===== src/rtl/bpas_pkg.sv =====
// Shared constants and elaboration-time functions for the Bezier point splat block.
`default_nettype none
package bpas_pkg;

   localparam int T_FRAC_BITS_DEF      = 16;
   localparam int COORD_BITS_DEF       = 10;
   localparam int WEIGHT_ROM_DEPTH_DEF = 256;

   // fraction bits of curve coordinates and of frac outputs
   localparam int PFRAC     = 16;
   localparam int EXP_TERMS = 24;

   // squared distance is Q.32 up to 2^33
   localparam int D2_BITS    = 2 * PFRAC + 2;
   localparam int D2_SHIFT   = 2 * PFRAC + 1;
   localparam int WEIGHT_BITS = 8;
   localparam logic [WEIGHT_BITS-1:0] WEIGHT_MAX = 8'd255;

   localparam int CELL_LAT  = 3;
   localparam int LEVELS    = 3;
   localparam int SPLAT_LAT = 3;
   localparam int LATENCY   = 1 + LEVELS * CELL_LAT + SPLAT_LAT;

   localparam int CSR_INDEX_BITS = 3;
   localparam logic [CSR_INDEX_BITS-1:0] REG_P0_X = 3'd0;
   localparam logic [CSR_INDEX_BITS-1:0] REG_P0_Y = 3'd1;
   localparam logic [CSR_INDEX_BITS-1:0] REG_P1_X = 3'd2;
   localparam logic [CSR_INDEX_BITS-1:0] REG_P1_Y = 3'd3;
   localparam logic [CSR_INDEX_BITS-1:0] REG_P2_X = 3'd4;
   localparam logic [CSR_INDEX_BITS-1:0] REG_P2_Y = 3'd5;
   localparam logic [CSR_INDEX_BITS-1:0] REG_P3_X = 3'd6;
   localparam logic [CSR_INDEX_BITS-1:0] REG_P3_Y = 3'd7;

   function automatic logic [63:0] isqrt(input logic [63:0] v);
      logic [63:0] r;
      logic [63:0] c;
      r = 64'd0;
      for (int i = 20; i >= 0; i--) begin
         c = r | (64'd1 << i);
         if (c * c <= v) r = c;
      end
      return r;
   endfunction

   // divide by a small term index, each arm by a fixed divisor
   function automatic logic [63:0] div_small(input logic [63:0] x, input logic [4:0] n);
      logic [63:0] q;
      unique case (n)
         5'd1:  q = x / 1;
         5'd2:  q = x / 2;
         5'd3:  q = x / 3;
         5'd4:  q = x / 4;
         5'd5:  q = x / 5;
         5'd6:  q = x / 6;
         5'd7:  q = x / 7;
         5'd8:  q = x / 8;
         5'd9:  q = x / 9;
         5'd10: q = x / 10;
         5'd11: q = x / 11;
         5'd12: q = x / 12;
         5'd13: q = x / 13;
         5'd14: q = x / 14;
         5'd15: q = x / 15;
         5'd16: q = x / 16;
         5'd17: q = x / 17;
         5'd18: q = x / 18;
         5'd19: q = x / 19;
         5'd20: q = x / 20;
         5'd21: q = x / 21;
         5'd22: q = x / 22;
         5'd23: q = x / 23;
         5'd24: q = x / 24;
         default: q = x;
      endcase
      return q;
   endfunction

   // 255 * max(2 - exp(sqrt(e2)), 0), e2 in Q.32
   function automatic logic [WEIGHT_BITS-1:0] weight_of(input logic [63:0] e2);
      logic [63:0] d;
      logic [63:0] term;
      logic [63:0] sum;
      logic [63:0] two;
      logic [63:0] w;
      d    = isqrt(e2);
      term = 64'd1 << 32;
      sum  = term;
      two  = 64'd1 << 33;
      for (int n = 1; n <= EXP_TERMS; n++) begin
         term = div_small((term * d) >> 16, 5'(n));
         sum  = sum + term;
      end
      if (sum >= two) return '0;
      w = (64'd255 * (two - sum)) >> 32;
      return (w > 64'd255) ? WEIGHT_MAX : w[WEIGHT_BITS-1:0];
   endfunction

endpackage
`default_nettype wire


===== src/rtl/bpas_lerp_cell.sv =====
// One linear interpolation cell: r = a + floor(t * (b - a) / 2^T), three stages.
`default_nettype none
module bpas_lerp_cell #(
   parameter int T_FRAC_BITS = bpas_pkg::T_FRAC_BITS_DEF,
   parameter int VAL_BITS    = bpas_pkg::COORD_BITS_DEF + bpas_pkg::PFRAC
) (
   input  wire logic                 clock,
   input  wire logic [T_FRAC_BITS:0] in_t,
   input  wire logic [VAL_BITS-1:0]  in_a,
   input  wire logic [VAL_BITS-1:0]  in_b,
   output logic      [VAL_BITS-1:0]  out_r
);

   localparam int PW = T_FRAC_BITS + VAL_BITS + 3;

   logic signed [VAL_BITS:0]   diff_ff;
   logic        [VAL_BITS-1:0] a1_ff;
   logic        [T_FRAC_BITS:0] t1_ff;
   logic signed [PW-1:0]       prod_ff;
   logic        [VAL_BITS-1:0] a2_ff;
   logic        [VAL_BITS-1:0] r_ff;

   logic signed [PW-1:0]       t_ext;
   logic signed [PW-1:0]       diff_ext;
   logic signed [PW-1:0]       shr;
   logic signed [VAL_BITS+1:0] sum_in;

   always_ff @(posedge clock) begin
      diff_ff <= $signed({1'b0, in_b}) - $signed({1'b0, in_a});
      a1_ff   <= in_a;
      t1_ff   <= in_t;
   end

   assign t_ext    = PW'($signed({1'b0, t1_ff}));
   assign diff_ext = PW'(diff_ff);

   always_ff @(posedge clock) begin
      prod_ff <= t_ext * diff_ext;
      a2_ff   <= a1_ff;
   end

   assign shr    = prod_ff >>> T_FRAC_BITS;
   assign sum_in = $signed({2'b00, a2_ff}) + $signed(shr[VAL_BITS+1:0]);

   always_ff @(posedge clock) begin
      r_ff <= sum_in[VAL_BITS-1:0];
   end

   assign out_r = r_ff;

endmodule
`default_nettype wire


===== config.mk =====
export PLATFORM = sky130hd
export DESIGN_NAME = bpas_lerp_cell
export DESIGN_NICKNAME = d
export VERILOG_FILES = /design/src/rtl/bpas_pkg.sv /design/src/rtl/bpas_lerp_cell.sv
export SDC_FILE = /design/constraint.sdc
export NUM_CORES = 1
export LEC_CHECK = 0
export BUFFER_PORTS_ARGS = -buffer_cell sky130_fd_sc_hd__buf_2
export CAP_MARGIN = 20
export CORE_ASPECT_RATIO = 1.75
export CORE_MARGIN = 4
export CORE_UTILIZATION = 55
export DETAILED_ROUTE_END_ITERATION = 10
export PLACE_DENSITY = 0.75
export REMOVE_ABC_BUFFERS = 1
export SYNTH_ARGS = -nofsm -noshare
export SYNTH_HDL_FRONTEND = slang
export SYNTH_SLANG_ARGS = --single-unit
export TNS_END_PERCENT = 1

===== constraint.sdc =====
create_clock -name clock -period 6.2 [get_ports clock]
set_clock_uncertainty 0.1 [all_clocks]
set_input_delay 1.55 -clock clock [delete_from_list [all_inputs] [get_ports clock]]
set_output_delay 1.55 -clock clock [all_outputs]
set_load 0.02 [all_outputs]

==> results of run 1 <==
-- logic make-up (layout without fill, tap and decap cells) --
logic type      count (synthesis)  count (layout)
mux                             1               1
fa+ha+maj                     575             575
buf+inv                       583             762
compound gates                174             174
flops                         148             148
xor+xnor                       85              85
other cells                     0               1
simple gates                  608             608
-- metrics by stage --
stage                     cells  setup TNS (ps)
final                      2829               0
after floorplan            2103               0
after global placement     2793               0
after CTS                  2824          -22.74
after global routing       2828          -637.1
after detailed placement   2793          -55.38
-- area by class of cell --
cell class,count,area [sq um]
Multi-Input combinational cell,1443,15470
Fill cell,2945,13610
Sequential cell,148,2977
Inverter,512,1922
Timing Repair Buffer,219,1727
Tap cell,475,594.3
Clock buffer,19,442.9
Clock inverter,12,141.4
Antenna cell,1,2.502
-- cells in the mapped netlist (3+ instances only) --
cell / instances / area share [%]
nor2_1: 30 / 0.55
nor3_1: 18 / 0.44
nor3b_1: 3 / 0.11
clkbuf_1: 71 / 1.3
nand3b_1: 3 / 0.11
a221oi_1: 3 / 0.13
or3_1: 4 / 0.12
nand3_1: 16 / 0.39
dfxtp_1: 148 / 14
a21oi_1: 51 / 1.2
a211oi_1: 14 / 0.51
and3_1: 6 / 0.18
ha_1: 149 / 9.1
and2_1: 225 / 6.9
a31oi_1: 5 / 0.15
o21ai_0: 32 / 0.78
nand4_1: 9 / 0.27
o21bai_1: 6 / 0.22
nand2_1: 263 / 4.8
xnor2_1: 62 / 2.6
xor2_1: 23 / 0.98
o211ai_1: 7 / 0.26
nand2b_1: 9 / 0.27
fa_1: 426 / 42
o21a_1: 9 / 0.33
nor2b_1: 11 / 0.34
inv_1: 512 / 9.4
a21o_1: 24 / 0.88
-- path summary, 6_finish.rpt --
kind                      end       start  cells past startpoint
hold / removal      a2_ff[10]   a1_ff[10]                      0
hold reg to reg     a2_ff[10]   a1_ff[10]                      0
setup reg to reg  prod_ff[34]  diff_ff[5]                     20
setup / recovery  prod_ff[34]  diff_ff[5]                     20
-- flip-flops by register name, summed over array words and instances (netlist names) --
signal	cells
a2_ff	26
prod_ff	26
diff_ff	27
out_r	26
t1_ff	17
a1_ff	26
-- placed cells by master (no fill, tap or decap), types with 8 or more instances in the layout --
cell type,instances
clkbuf_16,17
buf_12,25
nand2b_1,9
a21o_1,24
inv_1,511
a211oi_1,10
o21a_1,9
dfxtp_1,139
buf_2,95
fa_1,420
buf_4,97
ha_1,147
xnor2_1,62
nor3_1,16
nand2_1,262
dfxtp_2,8
nand3_1,15
nor2_1,29
nor2b_1,10
a21oi_1,49
and2_1,222
nand4_1,9
xor2_1,23
o21ai_0,30
-- critical path, cell delays in order, from the launching register on --
cell      delay [ps]
dfxtp_1          610
buf_4            240
and2_1           140
fa_1             450
fa_1             560
fa_1             450
fa_1             560
fa_1             510
inv_1             50
fa_1             470
inv_1             50
ha_1             300
a21oi_1          280
nor3_4            50
a211oi_2         300
and3_4           280
a211o_1          150
nand2b_1          90
a21oi_1          180
xnor2_1          140
buf_4            120
-- routing by layer --
layer | vias up | GRT usage, % | wire length [um]
li1 | 6791 | - | -
met1 | 7767 | 25.41 | 15890
met2 | 674 | 54.56 | 31160
met3 | 367 | 4.359 | 2675
met4 | 0 | 27.31 | 6585
met5 | - | 0.3663 | 0
-- timing repair --
item	4_1_cts	5_1_grt
buffers inserted	0	5
gates cloned	0	0
gates resized for setup	3	40
pin swaps	0	18
setup endpoints to repair	7	16
endpoints found under the hold margin	0	0
==> summary.md, run 1 <==
| Metric | Value |
|---|---|
| Vias in the first global route | 18240 |
| Via density | 5.514 |
| Initial drt markers | 725 |
| Io pins | 96 |
| RSZ-0062 raised after global routing | true |
| CP Max Fanout | 9 |
| Final WL | 56320 um |
| Clock Sinks | 148 |
| Worst setup EP type | register |
| Hold crit path type | reg2reg |
| Ys flop type | dfxtp_1 |
| Synth Register Bits | 148 |
| Multiplexer share of the synthesized area | 0.04879% |
| Initial Util | 55.62% |
| Post-route ant nets | 0 |
| Final WS setup | 70.39 ps |
| Pre-CTS setup slack | -33.21 ps |
| Flop-to-flop setup slack | 70 ps |
| Setup violators final | 0 |
| Synth Cell Area | 0.02051 sq mm |
| CTS Root Cell | clkbuf_16 |
| DRC | 0 |
| CTS buffer count | 17 |
| Slew headroom | 57.83% |
| Count of cell types in the netlist | 55 |
| Core ar. | 0.03689 sq mm |
| Nets | 2986 |
| Initial antenna violation count | 1 |
| Fin crit share | 98.86% |
| Post-route cell area | 0.02327 sq mm |
| Minimum clock period | 6130 ps |
| Share of cells above drive strength 1 | 12.49% |
| # port buffers | 95 |
| Final Hold Fails | 0 |
| First-pass GRT wire length | 90530 um |
| Required time of the critical path | 6480 ps |
| Total track usage | 29.11% |
| Synthesized instance count | 2174 |
| H-Tree Depth | 4 |
| Final core utilization | 63.09% |
| Yosys warnings | 0 |
| Die X | 154.0 um |
| Worst setup path class | reg2reg |
| CTS tree | done |
| Remaining Overflow, GRT | 0 |
| EDFF count, synth | 0 |
| # rows | 93 |
| Crit path arrival time | 6410 ps |
| Max-cap violations | 0 |
| Full die area | 0.04057 sq mm |
| Fmax | 163.1 MHz |
| Syn avg cell area | 9.436 sq um |
| Clk slew on worst S/H paths | 60 ps |
| Placed instance area | 0.02253 sq mm |
| Largest net degree at the start of global routing | 28 |
| HPWL Detailed | 45820 um |
| Gpl congestion | 0.9595 |
| FFs w/ async S/R, synth | 0% |
| Synth Area in Compound Gates | 5.550% |
| Setup crit start kind | register |
| Adder-cell share of the synthesized area | 50.66% |
| Largest family of logic cells by synthesized area | adder cells |
| Die height | 263.5 um |
| Status | finished clean |
| Clock buffer depth | 2 |
| Avg WL per Cell | 19.91 um |
| Worst-Skew Late Latency | 450 ps |
| Sequential fraction of the synthesis area | 14.44% |
| Drt first pass iters | 7 |
| Worst-Margin Slew | 631.7 ps |
| Max-slew violations | 0 |
| Worst hold slack | 223.0 ps |
| Area growth syn-to-layout | 13.44% |
| Simple-gate area share of the yosys netlist | 15.00% |
| Routed via count | 15600 |
| Hold Buf Count CTS | 0 |
| Synth Area in XOR/XNOR | 3.629% |
Power of run 1 is left out: the tool's default activity adds up to more than one toggle a clock period on the data nets, which glitch-free logic cannot reach.
==> run 2, diff against run 1 <==
--- a/config.mk
+++ b/config.mk
@@ -7,11 +7,14 @@
 export LEC_CHECK = 0
 export BUFFER_PORTS_ARGS = -buffer_cell sky130_fd_sc_hd__buf_2
 export CAP_MARGIN = 20
+export CELL_PAD_IN_SITES_DETAIL_PLACEMENT = 2
+export CELL_PAD_IN_SITES_GLOBAL_PLACEMENT = 2
 export CORE_ASPECT_RATIO = 1.75
 export CORE_MARGIN = 4
-export CORE_UTILIZATION = 55
+export CORE_UTILIZATION = 37
 export DETAILED_ROUTE_END_ITERATION = 10
-export PLACE_DENSITY = 0.75
+export PLACE_DENSITY_LB_ADDON = 0.1
+export RECOVER_POWER = 100
 export REMOVE_ABC_BUFFERS = 1
 export SYNTH_ARGS = -nofsm -noshare
 export SYNTH_HDL_FRONTEND = slang
==> summary.md, run 2 (same netlist as run 1, synthesis figures left out) <==
| Metric | Value |
|---|---|
| Clk slew on worst S/H paths | 90 ps |
| First-pass GRT wire length | 108800 um |
| Io pins | 96 |
| Worst r2r dst | prod_ff[35] |
| Crit path max-delay family | adder cells |
| Vias in the first global route | 19110 |
| Worst-Margin Slew | 699.1 ps |
| Minimum clock period | 6135 ps |
| Final Hold Fails | 0 |
| Register area | 0.003008 sq mm |
| Post-route cell area | 0.02403 sq mm |
| Fin crit share | 98.94% |
| DRC | 0 |
| Gpl congestion | 0.8678 |
| Worst setup EP type | register |
| Crit path arrival time | 6380 ps |
| Total track usage | 24.70% |
| HPWL Detailed | 60850 um |
| Worst path most repeated cell | fa_1 |
| Remaining Overflow, GRT | 0 |
| Critical path origin | t1_ff[6] |
| Avg WL per Cell | 23.34 um |
| Worst setup path class | reg2reg |
| CP Max Fanout | 6 |
| # port buffers | 95 |
| Placed instance area | 0.02306 sq mm |
| Largest Register | diff_ff |
| Clock Sinks | 148 |
| Slew headroom | 52.96% |
| Worst-Skew Late Latency | 470 ps |
| FILL cells | 5997 |
| # rows | 113 |
| Slowest CP cell | fa_1 |
| CP bufs+invs | 6 |
| Reg2reg start | t1_ff[6] |
| Share of cells above drive strength 1 | 14.09% |
| CTS Root Cell | clkbuf_16 |
| Routed via count | 15400 |
| Nets | 3031 |
| Via density | 4.985 |
| Crit path to | prod_ff[35] |
| Required time of the critical path | 6440 ps |
| Flop-to-flop setup slack | 70 ps |
| Most frequent cells in the layout | 507 x inv_1, 406 x fa_1, 263 x nand2_1, 220 x and2_1, 142 x ha_1 |
| Die height | 319.5 um |
| Clock buffer depth | 2 |
| Max reg flops | 27 |
| RSZ-0062 raised after global routing | true |
| CTS tree | done |
| H-Tree Depth | 4 |
| Status | finished clean |
| Max-slew violations | 0 |
| Core ar. | 0.05457 sq mm |
| Footprint of the multi-input gates | 0.01559 sq mm |
| Cells along the critical path | buf_12 > and2_4 > fa_1 > inv_2 > fa_1 > fa_1 > inv_1 > fa_2 > fa_1 > inv_1 > fa_1 > inv_2 > ha_4 > nand4_1 > buf_4 > nor3_4 > a211oi_2 > and3_4 > a211o_1 > a211o_1 > xnor2_1 |
| CTS buffer count | 17 |
| Post-route ant nets | 0 |
| Initial antenna violation count | 0 |
| Die X | 186.0 um |
| Max-cap violations | 0 |
| Setup violators final | 0 |
| Setup crit start kind | register |
| Hold crit path type | reg2reg |
| WP depth | 21 |
| Fmax | 163.0 MHz |
| Slowest cell delay on critical path | 600 ps |
| Initial Util | 37.59% |
| Final WL | 72130 um |
| Initial drt markers | 442 |
| Most common cell after layout, fill and taps aside | inv_1 |
| Drt first pass iters | 4 |
| Full die area | 0.05942 sq mm |
| Hold Buf Count CTS | 0 |
| Area growth syn-to-layout | 17.15% |
| FF-to-FF path depth | 21 |
| Largest net degree at the start of global routing | 28 |
==> run 2: cell count changes in the layout (fill, tap and decap cells not counted), moves of 4 or more <==
cell,delta
dfxtp_2,+10
a21oi_1,-6
a21oi_2,+5
fa_2,+14
fa_1,-14
ha_4,+6
dfxtp_1,-15
buf_2,-48
clkbuf_1,+47
inv_2,+4
buf_4,+41
ha_1,-5
inv_1,-4
dfxtp_4,+5
==> run 2: what timing repair did <==
action	4_1_cts	5_1_grt
resized for setup	22	82
setup buffers	1	6
pin swaps	9	46
cloned	0	3
endpoints found under the setup margin	19	21
==> run 2: worst min path at each step <==
stage               slack (ps)        end  depth (start not counted)       from
finish                     210   a2_ff[3]                          0   a1_ff[3]
global route               230  a2_ff[23]                          0  a1_ff[23]
global placement           210   a2_ff[8]                          0   a1_ff[8]
CTS                        210   a2_ff[3]                          0   a1_ff[3]
detailed placement         210  a2_ff[12]                          0  a1_ff[12]
floorplan                  210   a2_ff[0]                          0   a1_ff[0]
==> run 2: final cells by class <==
cell class	instances	share of cell area, %
diodes	1	0.01041
clock buffers	18	1.827
clock inverters	14	0.6924
inverters	512	7.997
multi-input cells	1443	64.86
flip-flops and latches	148	12.52
well taps	690	3.592
repair buffers	264	8.502
==> run 2: routing by layer <==
metal	global-route usage, %	share of wire, %	wire, um	vias up
met5	0	0	0	-
met4	14.39	7.3	5274	0
met3	1.990	1.3	916	162
met2	53.08	62	45010	244
met1	20.39	29	20920	8135
li1	-	-	-	6863
==> run 2: per-stage QoR <==
step	cells	setup WS [ps]	hold WS, ps	utilization [%]	setup TNS (ps)
final	3090	65.48	213.4	44.04	0
after global routing	3089	-79.67	231.1	44.03	-385.4
after CTS	3081	-3.333	213.8	43.48	-3.333
after detailed placement	3048	-414.5	213.8	42.26	-3769
after global placement	3048	-263.7	210.0	42.26	-1693
after floorplan	2103	293.7	209.6	-	0
Power of run 2 is left out for the same reason.
==> run 3, diff against run 2 <==
--- a/config.mk
+++ b/config.mk
@@ -11,7 +11,8 @@
 export CELL_PAD_IN_SITES_GLOBAL_PLACEMENT = 2
 export CORE_ASPECT_RATIO = 1.75
 export CORE_MARGIN = 4
-export CORE_UTILIZATION = 37
+export CORE_UTILIZATION = 38
+export CTS_BUF_LIST = sky130_fd_sc_hd__clkbuf_4 sky130_fd_sc_hd__clkbuf_8
 export DETAILED_ROUTE_END_ITERATION = 10
 export PLACE_DENSITY_LB_ADDON = 0.1
 export RECOVER_POWER = 100
==> summary.md, run 3 (same netlist as run 1, synthesis figures left out) <==
| Metric | Value |
|---|---|
| Worst-Margin Slew | 753.8 ps |
| Clock buffer depth | 2 |
| Setup violators final | 0 |
| Gpl congestion | 0.8678 |
| Initial drt markers | 377 |
| Status | finished clean |
| Initial Util | 38.42% |
| Worst-Skew Late Latency | 550 ps |
| Flop-to-flop setup slack | 80 ps |
| Fmax | 163.3 MHz |
| Critical path origin | t1_ff[13] |
| Clock Sinks | 148 |
| FF-to-FF path depth | 19 |
| Hold crit path type | reg2reg |
| Most common cell after layout, fill and taps aside | inv_1 |
| RSZ-0062 raised after global routing | true |
| Final WL | 75810 um |
| Final Hold Fails | 0 |
| Final Non-Filler Cells | 3089 |
| CTS tree | done |
| Avg WL per Cell | 24.54 um |
| Max reg flops | 27 |
| HPWL Detailed | 61090 um |
| Die height | 315.4 um |
| First-pass GRT wire length | 114100 um |
| CP Max Fanout | 11 |
| Post-route ant nets | 0 |
| Required time of the critical path | 6540 ps |
| Hold Buf Count CTS | 0 |
| Die X | 183.6 um |
| Area growth syn-to-layout | 17.40% |
| Core ar. | 0.05339 sq mm |
| Max-slew violations | 0 |
| Total track usage | 27.01% |
| Share of cells above drive strength 1 | 14.31% |
| Worst r2r dst | prod_ff[38] |
| H-Tree Depth | 4 |
| Nets | 3036 |
| CTS Root Cell | clkbuf_8 |
| Initial antenna violation count | 1 |
| Via density | 5.105 |
| Fin crit share | 98.79% |
| Most frequent cells in the layout | 507 x inv_1, 405 x fa_1, 259 x nand2_1, 218 x and2_1 |
| DRC | 0 |
| Remaining Overflow, GRT | 0 |
| Largest net degree at the start of global routing | 28 |
| Minimum clock period | 6125 ps |
| Placed cell count | 3017 |
| Routed via count | 15770 |
| Setup crit start kind | register |
| Max-cap violations | 0 |
| Vias in the first global route | 19470 |
| Worst setup EP type | register |
| # rows | 112 |
| CTS buffer count | 17 |
| Slew headroom | 49.68% |
| Io pins | 96 |
| Worst setup path class | reg2reg |
| # port buffers | 95 |
| Reg2reg start | t1_ff[13] |
| Crit path to | prod_ff[38] |
| Full die area | 0.05791 sq mm |
| Drt first pass iters | 6 |
| Largest Register | diff_ff |
| Clk slew on worst S/H paths | 110 ps |
| Crit path arrival time | 6470 ps |
-- run 3: layout make-up --
type                            count  area (sq um)
Fill cell                        5806         29310
Multi-Input combinational cell   1443         15700
Sequential cell                   148          3003
Timing Repair Buffer              269          2167
Inverter                          512          1924
Tap cell                          684         855.8
Clock buffer                       20         262.8
Clock inverter                     12         171.4
Antenna cell                        1         2.502
-- run 3: repair_timing --
item | in CTS | in global routing
hold endpoints to repair | 0 | 0
endpoints found under the setup margin | 20 | 19
resized for setup | 69 | 51
pin swaps | 32 | 42
cloned | 4 | 0
setup buffers | 24 | 14
-- run 3: routing by layer --
metal,wire [um],GRT usage (%),part of all wire [%],vias to the layer above
met2,45910,56.71,61,340
met4,7065,19.62,9.3,0
met1,21300,21.98,28,8307
li1,-,-,-,6873
met5,0,0,0,-
met3,1534,2.647,2.0,250
-- run 3: worst max-delay path, cell delays in order (launching register included) --
cell and delay (ps):
dfxtp_4 370, buf_4 150, bufbuf_16 290, and2_1 160, fa_1 490, fa_2 590
fa_1 430, fa_1 580, fa_1 460, fa_1 460, ha_1 330, nand4_1 190
buf_4 210, nor3_4 180, a211oi_2 80, and3_4 220, and2_4 150, o211ai_1 270
buf_4 170, xor2_1 140
-- run 3: per-stage QoR --
| step | setup TNS, ps | util, % | instance area (sq um) | setup slack (ps) | hold slack, ps |
|---|---|---|---|---|---|
| 2_1_floorplan | 0 | - | 20250 | 293.7 | 209.6 |
| 3_3_place_gp | -4048 | 42.97 | 22940 | -416.8 | 210.2 |
| 3_5_place_dp | -6128 | 42.97 | 22940 | -510.3 | 213.2 |
| 4_1_cts | 0 | 44.87 | 23950 | 5.795 | 235.1 |
| 5_1_grt | -709.7 | 45.11 | 24080 | -114.5 | 241.2 |
| 6_report | 0 | 45.11 | 24080 | 75.10 | 231.5 |
-- run 3: worst min path at each step --
stage                         start        end  depth (start not counted)
final                     a1_ff[22]  a2_ff[22]                          0
after global routing       a1_ff[1]   a2_ff[1]                          0
after CTS                 a1_ff[22]  a2_ff[22]                          0
after detailed placement  a1_ff[22]  a2_ff[22]                          0
after global placement    a1_ff[18]  a2_ff[18]                          0
after floorplan            a1_ff[0]   a2_ff[0]                          0
Power of run 3 is left out for the same reason.
